[config.mk]
export PLATFORM = sky130hd
export DESIGN_NAME = auth_frame_replay_gate_top
export DESIGN_NICKNAME = d
export VERILOG_FILES = /design/src/design/afrg_pkg.sv /design/src/design/auth_frame_replay_gate_top.sv
export SDC_FILE = /design/constraint.sdc
export NUM_CORES = 1
export LEC_CHECK = 0
export ABC_AREA = 1
export BUFFER_PORTS_ARGS = -buffer_cell sky130_fd_sc_hd__buf_2
export CAP_MARGIN = 20
export CORE_AREA = 2 2 261 263
export DETAILED_ROUTE_END_ITERATION = 7
export DIE_AREA = 0 0 263 265
export GPL_TIMING_DRIVEN = 1
export MAX_ROUTING_LAYER = met4
export PLACE_DENSITY_LB_ADDON = 0.25
export RECOVER_POWER = 100
export SLEW_MARGIN = 20
export SYNTH_ARGS = -nofsm -noshare
export SYNTH_HDL_FRONTEND = slang
export SYNTH_SLANG_ARGS = --single-unit
[constraint.sdc]
create_clock -name i_clk -period 14.2 [get_ports i_clk]
set_input_delay 2.84 -clock i_clk [delete_from_list [all_inputs] [get_ports i_clk]]
set_output_delay 2.84 -clock i_clk [all_outputs]
set_load 0.02 [all_outputs]
[src/design/afrg_pkg.sv]
// Shared types and codes for the authenticated frame replay gate.
package afrg_pkg;

    // Action codes carried in a request
    localparam logic [1:0] ACT_SUBMIT     = 2'd0;
    localparam logic [1:0] ACT_WIN_RESET  = 2'd1;
    localparam logic [1:0] ACT_STAT_RESET = 2'd2;

    // Verdict codes carried in a response
    localparam logic [2:0] VERDICT_ACCEPT  = 3'd0;
    localparam logic [2:0] VERDICT_SHORT   = 3'd1;
    localparam logic [2:0] VERDICT_BAD_TAG = 3'd2;
    localparam logic [2:0] VERDICT_REPLAY  = 3'd3;
    localparam logic [2:0] VERDICT_NOFRAME = 3'd4;

    // 4 counter bytes + 32 tag bytes of overhead, at least 1 body byte
    localparam logic [15:0] FRAME_OVERHEAD = 16'd36;
    localparam logic [15:0] MIN_FRAME_LEN  = 16'd37;

    typedef struct packed {
        logic [1:0]  action;
        logic [15:0] frame_len;
        logic [31:0] frame_counter;
        logic        tag_ok;
    } t_req;

    typedef struct packed {
        logic [2:0]  verdict;
        logic [15:0] body_bytes;
        logic [31:0] peak_counter;
        logic [31:0] accepted_count;
        logic [31:0] short_count;
        logic [31:0] bad_tag_count;
        logic [31:0] replay_count;
    } t_rsp;

endpackage

[src/design/auth_frame_replay_gate_top.sv]
// Authenticated command frame gate: length, key, tag and sliding-window replay checks.
// Path: input register, then result register. Throughput: one request per cycle
//   absent output stall; a stalled result holds back the request in the input register.
// The window check is one compare, subtract and shift.
// Reset (synchronous, active low) clears the key flag, the replay window, the
//   statistics and both valid flags; no clearing pass is needed.
module auth_frame_replay_gate_top
    import afrg_pkg::*;
#(
    parameter int WINDOW_BITS = 64
) (
    input  logic  i_clk,
    input  logic  i_rst_n,
    input  logic  i_req_valid,
    output logic  o_req_stall,
    input  t_req  i_req,
    output logic  o_rsp_valid,
    input  logic  i_rsp_stall,
    output t_rsp  o_rsp,
    input  logic  i_key_we,
    input  logic  i_key_wdata
);

    localparam int          DW    = (WINDOW_BITS > 1) ? $clog2(WINDOW_BITS) : 1;
    localparam logic [31:0] WIN_W = 32'(WINDOW_BITS);

    // Registers
    logic                   r_key;
    logic                   r_in_valid;
    t_req                   r_in;
    logic                   r_out_valid;
    t_rsp                   r_out;
    logic [31:0]            r_top;
    logic [WINDOW_BITS-1:0] r_bitmap;
    logic                   r_started;
    logic [31:0]            r_acc_cnt;
    logic [31:0]            r_short_cnt;
    logic [31:0]            r_bad_cnt;
    logic [31:0]            r_replay_cnt;

    // Next values
    logic [31:0]            n_top;
    logic [WINDOW_BITS-1:0] n_bitmap;
    logic                   n_started;
    logic [31:0]            n_acc_cnt;
    logic [31:0]            n_short_cnt;
    logic [31:0]            n_bad_cnt;
    logic [31:0]            n_replay_cnt;
    t_rsp                   n_out;

    logic                   w_adv;
    logic                   w_load;
    logic [31:0]            w_fwd_dist;
    logic [31:0]            w_back_dist;
    logic                   w_admit;

    // Pipeline control: the stage moves when the result register is empty or not stalled
    assign w_adv       = r_in_valid && (!r_out_valid || !i_rsp_stall);
    assign o_req_stall = r_in_valid && !w_adv;
    assign w_load      = i_req_valid && !o_req_stall;

    // Key register
    always_ff @(posedge i_clk) begin
        if (!i_rst_n) begin
            r_key <= 1'b0;
        end else if (i_key_we) begin
            r_key <= i_key_wdata;
        end
    end

    // Input register
    always_ff @(posedge i_clk) begin
        if (!i_rst_n) begin
            r_in_valid <= 1'b0;
        end else if (w_load) begin
            r_in_valid <= 1'b1;
        end else if (w_adv) begin
            r_in_valid <= 1'b0;
        end
    end

    always_ff @(posedge i_clk) begin
        if (w_load) begin
            r_in <= i_req;
        end
    end

    // Distances from the current top of window
    assign w_fwd_dist  = r_in.frame_counter - r_top;
    assign w_back_dist = r_top - r_in.frame_counter;

    // Check chain and state update for the request in the input register
    always_comb begin
        n_top        = r_top;
        n_bitmap     = r_bitmap;
        n_started    = r_started;
        n_acc_cnt    = r_acc_cnt;
        n_short_cnt  = r_short_cnt;
        n_bad_cnt    = r_bad_cnt;
        n_replay_cnt = r_replay_cnt;
        w_admit      = 1'b0;
        n_out.verdict    = VERDICT_NOFRAME;
        n_out.body_bytes = '0;

        case (r_in.action)
            ACT_SUBMIT: begin
                if (r_in.frame_len < MIN_FRAME_LEN) begin
                    n_out.verdict = VERDICT_SHORT;
                    n_short_cnt   = r_short_cnt + 32'd1;
                end else if (!r_key || !r_in.tag_ok) begin
                    n_out.verdict = VERDICT_BAD_TAG;
                    n_bad_cnt     = r_bad_cnt + 32'd1;
                end else begin
                    // Sliding-window replay filter
                    if (r_in.frame_counter == 32'd0) begin
                        w_admit = 1'b0;
                    end else if (!r_started) begin
                        // First frame after a window reset seeds the window
                        w_admit   = 1'b1;
                        n_top     = r_in.frame_counter;
                        n_bitmap  = WINDOW_BITS'(1);
                        n_started = 1'b1;
                    end else if (r_in.frame_counter > r_top) begin
                        w_admit = 1'b1;
                        n_top   = r_in.frame_counter;
                        if (w_fwd_dist >= WIN_W) begin
                            n_bitmap = WINDOW_BITS'(1);
                        end else begin
                            n_bitmap = (r_bitmap << w_fwd_dist[DW-1:0])
                                       | WINDOW_BITS'(1);
                        end
                    end else if (w_back_dist >= WIN_W) begin
                        w_admit = 1'b0;
                    end else if (r_bitmap[w_back_dist[DW-1:0]]) begin
                        w_admit = 1'b0;
                    end else begin
                        w_admit  = 1'b1;
                        n_bitmap = r_bitmap;
                        n_bitmap[w_back_dist[DW-1:0]] = 1'b1;
                    end

                    if (w_admit) begin
                        n_out.verdict    = VERDICT_ACCEPT;
                        n_out.body_bytes = r_in.frame_len - FRAME_OVERHEAD;
                        n_acc_cnt        = r_acc_cnt + 32'd1;
                    end else begin
                        n_out.verdict = VERDICT_REPLAY;
                        n_replay_cnt  = r_replay_cnt + 32'd1;
                    end
                end
            end
            ACT_WIN_RESET: begin
                n_top     = '0;
                n_bitmap  = '0;
                n_started = 1'b0;
            end
            ACT_STAT_RESET: begin
                n_acc_cnt    = '0;
                n_short_cnt  = '0;
                n_bad_cnt    = '0;
                n_replay_cnt = '0;
            end
            default: begin
                // Unused action code: no change
            end
        endcase

        n_out.peak_counter   = n_top;
        n_out.accepted_count = n_acc_cnt;
        n_out.short_count    = n_short_cnt;
        n_out.bad_tag_count  = n_bad_cnt;
        n_out.replay_count   = n_replay_cnt;
    end

    // Window and statistics state
    always_ff @(posedge i_clk) begin
        if (!i_rst_n) begin
            r_top        <= '0;
            r_bitmap     <= '0;
            r_started    <= 1'b0;
            r_acc_cnt    <= '0;
            r_short_cnt  <= '0;
            r_bad_cnt    <= '0;
            r_replay_cnt <= '0;
        end else if (w_adv) begin
            r_top        <= n_top;
            r_bitmap     <= n_bitmap;
            r_started    <= n_started;
            r_acc_cnt    <= n_acc_cnt;
            r_short_cnt  <= n_short_cnt;
            r_bad_cnt    <= n_bad_cnt;
            r_replay_cnt <= n_replay_cnt;
        end
    end

    // Result register
    always_ff @(posedge i_clk) begin
        if (!i_rst_n) begin
            r_out_valid <= 1'b0;
        end else if (w_adv) begin
            r_out_valid <= 1'b1;
        end else if (!i_rsp_stall) begin
            r_out_valid <= 1'b0;
        end
    end

    always_ff @(posedge i_clk) begin
        if (w_adv) begin
            r_out <= n_out;
        end
    end

    assign o_rsp_valid = r_out_valid;
    assign o_rsp       = r_out;

    // Checks

    // Reset empties both stages
    a_reset_empty: assert property (@(posedge i_clk)
        !i_rst_n |=> !r_in_valid && !o_rsp_valid)
        else $error("pipeline not empty after reset");

    // A seeded window always has its top counter marked
    a_top_marked: assert property (@(posedge i_clk) disable iff (!i_rst_n)
        r_started |-> r_bitmap[0] && r_top != 32'd0)
        else $error("seeded window lost its top mark");

    // An unseeded window holds no marks and no top
    a_idle_window: assert property (@(posedge i_clk) disable iff (!i_rst_n)
        !r_started |-> r_bitmap == '0 && r_top == 32'd0)
        else $error("unseeded window holds state");

    // An accepted frame always carries a body
    a_accept_body: assert property (@(posedge i_clk) disable iff (!i_rst_n)
        o_rsp_valid && o_rsp.verdict == VERDICT_ACCEPT |-> o_rsp.body_bytes != 16'd0)
        else $error("accepted frame with empty body");

    // Only a request in the input stage can be held back
    a_stall_cause: assert property (@(posedge i_clk) disable iff (!i_rst_n)
        o_req_stall |-> r_in_valid && o_rsp_valid && i_rsp_stall)
        else $error("request stall without a blocked result");

endmodule

-- Word level (Yosys, flattened, before mapping)
Cells that the tools add are included.
- bits in registers: 458
- equality and inequality tests: 8
- bitwise operators: 3
- muxes and demuxes: 51
- reduce and logical (&&, ||, !) cells: 20
- shift operators: 1
- add/sub/neg operators: 7
- order comparisons: 6
- operators by type and width (kind ; count):
    64-bit two-way mux ; 8
    32-bit two-way mux ; 14
    32-bit one-hot mux with 2 select lines ; 5
    32-bit by 1-bit adder with 32-bit output, second input constant ; 4
    64-bit one-hot mux with 2 select lines ; 1
    32-bit by 7-bit >= comparator with 1-bit output, second input constant ; 2
    64-bit bitwise OR ; 1
    64-bit by 6-bit left shift with 64-bit output ; 1
    32-bit subtractor ; 2
    32-bit > comparator ; 1
    32-bit logical NOT ; 1
    1-bit two-way mux ; 17
    16-bit by 6-bit less-than comparator with 1-bit output, second input constant ; 1
    16-bit by 6-bit subtractor with 16-bit output, second input constant ; 1
    4-bit inequality test, second input constant ; 2
    6-bit by 7-bit less-than comparator with 1-bit output, second input constant ; 1
    7-bit AND reduction ; 1
    1-bit binary-select mux with 6-bit select ; 1
    1-bit demux with 6-bit select ; 1
    6-bit by 1-bit >= comparator with 1-bit output, second input constant ; 1
    1-bit logical NOT ; 6
    2-bit inequality test, second input constant ; 3
    5-bit AND reduction ; 1
    1-bit logical AND ; 4
    other kinds (12) ; 16

-- Depth between registers and ports, before layout
Gate-level depths: netlist of run 1.
- depth after elaboration: 15
- gate-level depth with buffers: 29
- mapped depth without buffers: 27

-- Least setup slack after synthesis of run 1
OpenSTA, ideal clock, no wires.
- kind: input-to-reg
- from: in i_rsp_stall
- to: reg r_acc_cnt[23]
- stages: 6
- arrival: 8752 ps
- buffers on the path: 2
- path slack: 5084 ps
- path through: nand2_1 -> inv_1 -> nor2_1 -> clkbuf_1 -> clkbuf_1 -> a21oi_1
- word-level cells in the longest chain between the ends: 3
- RTL lines (item ; line ; text):
    start: declaration ; auth_frame_replay_gate_top.sv:18 ; input logic i_rsp_stall,
    1-bit logical NOT ; n/a ;
    1-bit logical OR ; auth_frame_replay_gate_top.sv:58 ; assign w_adv = r_in_valid && (!r_out_valid || !i_rsp_stall);
    1-bit logical AND ; auth_frame_replay_gate_top.sv:58 ;
    via w_adv ; auth_frame_replay_gate_top.sv:51 ; logic w_adv;
    end signal: assignment ; auth_frame_replay_gate_top.sv:189 ; r_acc_cnt <= n_acc_cnt;
    end: declaration ; auth_frame_replay_gate_top.sv:36 ; logic [31:0] r_acc_cnt;
The timed path passes the listed nets, and every way through them passes these cells.
A chain may end at the register's enable or synchronous reset.

-- Final worst setup path of run 1
- from: reg r_in[4] in the netlist's numbering
- to: reg r_bitmap[62]
- word-level cells in the longest chain between the ends: 14
- elaborated cells between the ends (all ways): 28
- those cells by class: add/sub: 2; order compare: 5; eq/ne: 3; shift: 1; mux: 13; bitwise: 1; reduce/logical: 3
- RTL lines (item ; line ; text):
    start: declaration ; auth_frame_replay_gate_top.sv:30 ; t_req r_in;
    start signal: assignment ; auth_frame_replay_gate_top.sv:84 ; r_in <= i_req;
    32-bit subtractor ; auth_frame_replay_gate_top.sv:90 ; assign w_back_dist = r_top - r_in.frame_counter;
    6-bit by 7-bit less-than comparator with 1-bit output (not written as such) or 6-bit by 1-bit >= comparator with 1-bit output (tied branches) ; auth_frame_replay_gate_top.sv:139 ; n_bitmap[w_back_dist[DW-1:0]] = 1'b1;
    1-bit logical AND (not written as such) ; auth_frame_replay_gate_top.sv:139 ;
    1-bit two-way mux (not written as such) ; auth_frame_replay_gate_top.sv:139 ;
    1-bit demux with 6-bit select ; auth_frame_replay_gate_top.sv:139 ;
    64-bit bitwise OR (no source line) ; n/a ;
    64-bit two-way mux ; auth_frame_replay_gate_top.sv:134 ; end else if (r_bitmap[w_back_dist[DW-1:0]]) begin
    64-bit two-way mux ; auth_frame_replay_gate_top.sv:132 ; end else if (w_back_dist >= WIN_W) begin
    64-bit two-way mux ; auth_frame_replay_gate_top.sv:123 ; end else if (r_in.frame_counter > r_top) begin
    64-bit two-way mux ; auth_frame_replay_gate_top.sv:117 ; end else if (!r_started) begin
    64-bit two-way mux ; auth_frame_replay_gate_top.sv:115 ; if (r_in.frame_counter == 32'd0) begin
    64-bit two-way mux ; auth_frame_replay_gate_top.sv:110 ; end else if (!r_key || !r_in.tag_ok) begin
    64-bit two-way mux ; auth_frame_replay_gate_top.sv:107 ; if (r_in.frame_len < MIN_FRAME_LEN) begin
    64-bit one-hot mux with 2 select lines ; auth_frame_replay_gate_top.sv:105 ; case (r_in.action)
    end signal: assignment ; auth_frame_replay_gate_top.sv:187 ; r_bitmap <= n_bitmap;
    end: declaration ; auth_frame_replay_gate_top.sv:34 ; logic [WINDOW_BITS-1:0] r_bitmap;
Parallel ways exist; a longest one is shown, timed or not. The select of a mux whose other input is x is not followed.

==> run metrics, run 1 <==
sequential fraction of the synthesis area 37.68%; PostCTS Resize Cnt 0; Reg area 0.01147 sq mm; Least-Margin Pin Slew 4.205 ns; skew final 0.02587 ns; RSZ-0062 raised after global routing false; pwr/cell area 118.6 mW/mm^2; placed instance area 0.03207 sq mm; failing checks capacitance limit, slew limit; gr usage total 28.45%; DRT Pass-1 Iters 6; Detail Route met3 WL 7722 um; Sink Count 458; Die ar. 0.06970 sq mm; CTS Buf Count 51; Cell variety after synth 57; Syn. warnings 0; Total Wirelength 99630 um; vias in the first global route 27220; Initial Util 45.58%; row cnt 95; Post-synth EDFFs 230; main flop type after synthesis edfxtp_1; Synth Register Bits 458; root buffer cell clkbuf_16; Mapped Area 0.03045 sq mm; top cells by area, synth edfxtp_1, dfxtp_1, nand2_1, inv_1, o21ai_0; Worst Setup End Kind flop; top cell type's share of synthesized area 22.69%; RePlAce Congestion 0.9804; Post-DRT Antenna Nets 0; setup_tns 0 ns; Tmin final 9.405 ns; syn_nets 4634; Hold WC Path Type reg2reg; FILL cells 6895; Die Y 265 um; initial antenna violation count 5; final slew viol count 882; Chip Width 263 um; postcts setup bufs 0; largest net degree at the start of global routing 179; Leakage 14.89 nW; clk_lat worst skew 0.63 ns; Syn-to-layout area delta 10.25%; Core Area 0.06680 sq mm; CTS tree yes; Multi-input gate area 0.01546 sq mm; fmax 106.3 MHz; Via-to-Cell Ratio 5.482; Reg clk slew, reported paths 0.06 ns; Post-Syn Instances 4506; Yosys top cell by area edfxtp_1; ys async rst share 0%; worst path required time 14.75 ns; Via Count 30260; IO Port Bufs 237; IO Count 238; Crit Path Max Fanout 79; slew margin rel. -180.3%; met1 wire length 43650 um; H-tree Lvls 2; Hold Vio Cnt, Final 0; gr ovfl total 0; Met2 Routed Length 44830 um; count of final setup violators 0; Post-Syn Area per Cell 6.757 sq um; period utilization 66.23%; Clock Path Buffers 3; # nets final 4730; VDD IR max 81.82 uV; CP Launch Type flop; status complete, but fails checks; top sig layer met4; Post-CTS Hold Buffers 0; CP Class reg2reg; WL/cell 18.05 um; first-pass GRT wire length 154500 um; share of layout cells above drive strength 1 4.715%; Post-Layout Inst Area 0.03357 sq mm; initial drt markers 3189; # DRC 0; crit path DAT 9.95 ns; hpwl dp 69900 um; max_cap viols 16
cell usage after synthesis (all sizes together), types with 4 or more instances:
master and n:
clkbuf 149, o21bai 12, nor3 63, o21ai 481, a21boi 5, a31oi 8
dfxtp 228, clkinv 6, a21o 6, xor2 20, a211oi 27, xnor2 5
nand2 1076, buf 75, nand4 124, nand3 239, and3 6, mux2i 48
ha 69, nor4 25, nor2 418, a2bb2oi 4, or2 24, o31ai 7
a22oi 25, nand3b 4, o211ai 10, edfxtp 230, o21a 22, a21oi 395
inv 681
kinds of logic after synthesis:
family                     after synthesis  synth area share [%]
and+or+nand+nor                       1983                 27.51
AOI/OAI and AO/OA                     1010                 17.76
buffers and inverters                  911                 11.68
DFF                                    458                 37.68
adders and majority gates               71                 2.967
muxes                                   48                 1.578
xor gates and xnor gates                25                0.8302
per-stage QoR:
step / util [%] / worst slack (ns) / hold slack [ns] / std cells / power [W]
floorplan: - / 5.084 / 0.4316 / 4506 / 0.002242
global placement: 48.00 / 8.094 / 0.4576 / 5422 / 0.002535
detailed placement: 48.01 / 8.029 / 0.4629 / 5422 / 0.002536
CTS: 50.71 / 8.085 / 0.4774 / 5518 / 0.003983
global route: 50.25 / 4.047 / 0.4892 / 5520 / 0.004174
finish: 50.25 / 4.795 / 0.4744 / 5520 / 0.003981
cells in the final DEF (no fill, tap or decap), types with 48 or more instances in the layout:
master,instances
a21oi_1,395
buf_2,53
clkbuf_1,210
clkbuf_16,53
dfxtp_1,228
edfxtp_1,230
ha_1,68
inv_1,664
mux2i_1,48
nand2_1,1067
nand3_1,238
nand4_1,124
nor2_1,404
nor3_1,61
o21ai_0,465
routing by layer:
metal,up-vias,global-route usage (%)
met5,-,-
met4,0,9.822
met3,206,4.347
met2,1153,44.29
met1,13910,37.80
li1,14990,-
final cells by class:
class / instances / area share [%]
tap: 873 / 3.254
antenna: 2 / 0.01491
clock inverter: 27 / 1.189
clock buffer: 69 / 4.190
multi-input combinational: 3137 / 46.06
sequential: 458 / 34.17
inverter: 687 / 7.697
timing repair buffer: 267 / 3.422
critical path, stage by stage, from the launching register on:
cell and delay [ns]:
edfxtp_1 0.56, inv_1 0.08, ha_1 0.41, a21oi_1 0.25, nand2_1 0.22, a21oi_1 0.26
inv_1 0.10, nand2_1 0.08, nand2_1 0.07, nand2_1 0.07, o211ai_1 0.10, nand2_2 0.07
clkbuf_1 2.89, nand2_1 0.53, inv_1 0.24, nand3_1 0.10, nand2_1 0.94, clkbuf_1 1.60
a31oi_1 0.29, nand2_1 0.17, nand2_1 0.07, nor2_1 0.19
power by group:
part | total, W | switching (W) | internal [W]
combinational | 0.00102 | 0.000736 | 0.000281
sequential | 0.00153 | 0.0000552 | 0.00147
clock | 0.00144 | 0.000576 | 0.000862
final timing paths:
path         slack [ns]          from  cells past startpoint           end
max reg2reg        4.79       r_in[4]                     21  r_bitmap[62]
min                0.47  r_bitmap[62]                      2  r_bitmap[62]
max                4.79       r_in[4]                     21  r_bitmap[62]
min reg2reg        0.47  r_bitmap[62]                      2  r_bitmap[62]
sequential cells by signal, indices dropped and copies added (netlist names):
| name | cells |
|---|---|
| o_rsp | 179 |
| r_bitmap | 64 |
| r_in | 51 |
| r_acc_cnt | 32 |
| r_bad_cnt | 32 |
| r_replay_cnt | 32 |
| r_short_cnt | 32 |
| r_top | 32 |
| o_rsp_valid | 1 |
| r_in_valid | 1 |
| r_key | 1 |
| r_started | 1 |
Note: power is estimated with default switching activity, not from simulation.
==> run 2, diff against run 1 <==
Clock period 14.2 ns to 8.7 ns, I/O delays scaled along.
==> run 2 against run 1 <==
  * The flow still finishes with violations (capacitance limit, slew limit)
  * Worst hold slack improved by 0.0059 ns
  * Maximum frequency up 42%
  * Critical path depth fell by 5
  * Worst setup slack got worse by 2.7 ns
  * Sequential share of layout area hardly changed
  * Critical endpoint is now r_replay_cnt[25]
  * Non-clock buffer count up 1
  * Clock skew rose by 0.013 ns
  * Final area about the same
  * Power is 61% higher
==> run metrics, run 2 (synthesis gave the netlist of run 1 again) <==
initial antenna violation count 3 (was 5); FILL cells 6913 (was 6895); Sink Count 458 (unchanged); crit path DAT 6.98 ns (was 9.95 ns); Crit Path Max Fanout 117 (was 79); final hold slack 0.4803 ns (was 0.4744 ns); # DRC 0 (unchanged); CTS Buf Count 51 (unchanged); Tmin final 6.607 ns (was 9.405 ns); VDD IR max 166.7 uV (was 81.82 uV); skew final 0.03846 ns (was 0.02587 ns); Via-to-Cell Ratio 5.470 (was 5.482); Leakage 14.90 nW (was 14.89 nW); worst reg-to-reg setup slack 2.09 ns (was 4.79 ns); first-pass GRT wire length 155200 um (was 154500 um); fin util 50.25% (about the same); Chip Width 263 um (unchanged); clk_lat worst skew 0.63 ns (about the same); most common cell after layout, fill and taps aside nand2_1 (unchanged); pwr/cell area 191.1 mW/mm^2 (was 118.6 mW/mm^2); Hold WC Path Type reg2reg (unchanged); status complete, but fails checks (unchanged); IO Port Bufs 237 (unchanged); CP Launch Type flop (unchanged); WL/cell 18.20 um (was 18.05 um); R2R Path Start r_in[1] (was r_in[4]); Hold Vio Cnt, Final 0 (unchanged); CP Class reg2reg (unchanged); Clock Path Buffers 3 (unchanged); slowest CP cell nand2_1 (was clkbuf_1); CTS tree yes (unchanged); gr ovfl total 0 (unchanged); pre-CTS setup slack 3.185 ns (was 8.029 ns); RSZ-0062 raised after global routing false (unchanged); hpwl dp 71170 um (was 69900 um); Least-Margin Pin Slew 4.300 ns (was 4.205 ns); Power, Total 0.006413 W (was 0.003981 W); final worst-path setup slack 2.093 ns (was 4.795 ns); Initial Util 45.58% (unchanged); Die Y 265 um (unchanged); root buffer cell clkbuf_16 (unchanged); slew margin rel. -186.7% (was -180.3%); count of final setup violators 0 (unchanged); Core Area 0.06680 sq mm (unchanged); IO Count 238 (unchanged); postcts setup bufs 0 (unchanged); period utilization 75.94% (was 66.23%); setup_tns 0 ns (unchanged); min-delay src r_bitmap[62] (unchanged); initial drt markers 3391 (was 3189); CP max stage delay 1.20 ns (was 2.89 ns); max reg flops 179 (unchanged); gr usage total 28.60% (was 28.45%); Via Count 30200 (was 30260); largest net degree at the start of global routing 207 (was 179); Die ar. 0.06970 sq mm (unchanged); row cnt 95 (unchanged); Reg clk slew, reported paths 0.06 ns (about the same); share of layout cells above drive strength 1 5.015% (was 4.715%); Post-CTS Hold Buffers 0 (unchanged); DRT Pass-1 Iters 6 (unchanged); Syn-to-layout area delta 10.25% (about the same); PostCTS Resize Cnt 0 (unchanged); Worst setup startpoint r_in[1] (was r_in[4]); # nets final 4731 (was 4730); failing checks capacitance limit, slew limit (unchanged); Post-DRT Antenna Nets 0 (unchanged); cells along the critical path inv_1 -> ha_4 -> inv_1 -> nor3_1 -> nand4_1 -> nand2_2 -> buf_4 -> nand2_1 -> inv_1 -> nand2_1 -> nand2_1 -> nand2_1 -> o21ai_0 -> inv_1 -> nand2_1 -> a21oi_1 (was inv_1 -> ha_1 -> a21oi_1 -> nand2_1 -> a21oi_1 -> inv_1 -> nand2_1 -> nand2_1 -> nand2_1 -> o211ai_1 -> nand2_2 -> clkbuf_1 -> nand2_1 -> inv_1 -> nand3_1 -> nand2_1 -> clkbuf_1 -> a31oi_1 -> nand2_1 -> nand2_1 -> nor2_1); RePlAce Congestion 1.008 (was 0.9804); commonest non-fill, non-tap cells in the layout nand2_1, inv_1, o21ai_0 (unchanged); Total Wirelength 100500 um (was 99630 um); Worst Setup End Kind flop (unchanged); Crit path top cell by count nand2_1 (unchanged); final slew viol count 486 (was 882); max_cap viols 9 (was 16); worst path required time 9.07 ns (was 14.75 ns); fmax 151.4 MHz (was 106.3 MHz); vias in the first global route 27530 (was 27220); H-tree Lvls 2 (unchanged)
run 2: metrics by stage:
stage,cells,cell area [sq um]
2_1_floorplan,4506,30450
3_3_place_gp,5422,32070
3_5_place_dp,5422,32070
4_1_cts,5518,33820
5_1_grt,5521,33570
6_report,5521,33570
run 2: routing by layer:
| layer | GRT usage [%] | routed length (um) |
|---|---|---|
| met5 | - | 0 |
| met2 | 44.39 | 45170 |
| met3 | 4.180 | 7422 |
| met4 | 10.72 | 3997 |
| met1 | 37.92 | 43900 |
run 2: worst max-delay path, delay by kind of cell (launching register included):
| kind | cells | cell delay (ns) |
|---|---|---|
| simple gates | 8 | 2.95 |
| buf+inv | 5 | 1.76 |
| fa+ha+maj | 1 | 0.92 |
| flops | 1 | 0.40 |
| compound gates | 2 | 0.26 |
run 2: report_power, final:
| part | total [W] | leakage [nW] | switching (W) | internal, W |
|---|---|---|---|---|
| clock | 0.00226 | 0.867 | 0.000962 | 0.00130 |
| sequential | 0.00249 | 4.11 | 0.0000929 | 0.00240 |
| combinational | 0.00166 | 9.93 | 0.00120 | 0.000453 |
| total | 0.00641 | 14.9 | 0.00226 | 0.00415 |
run 2: path summary, 6_finish.rpt:
kind                                    endpoint  depth (start not counted)
worst max-delay path            r_replay_cnt[25]                         16
worst min-delay path                r_bitmap[62]                          2
worst max register to register  r_replay_cnt[25]                         16
worst min register to register      r_bitmap[62]                          2
run 2: cell type report:
| class | count | area (sq um) | area share [%] |
|---|---|---|---|
| diodes | 2 | 5.005 | 0.01491 |
| clock buffers | 61 | 1395 | 4.156 |
| clock inverters | 35 | 352.8 | 1.051 |
| inverters | 687 | 2584 | 7.697 |
| multi-input cells | 3137 | 15470 | 46.10 |
| flip-flops and latches | 458 | 11470 | 34.17 |
| well taps | 873 | 1092 | 3.254 |
| repair buffers | 268 | 1191 | 3.549 |
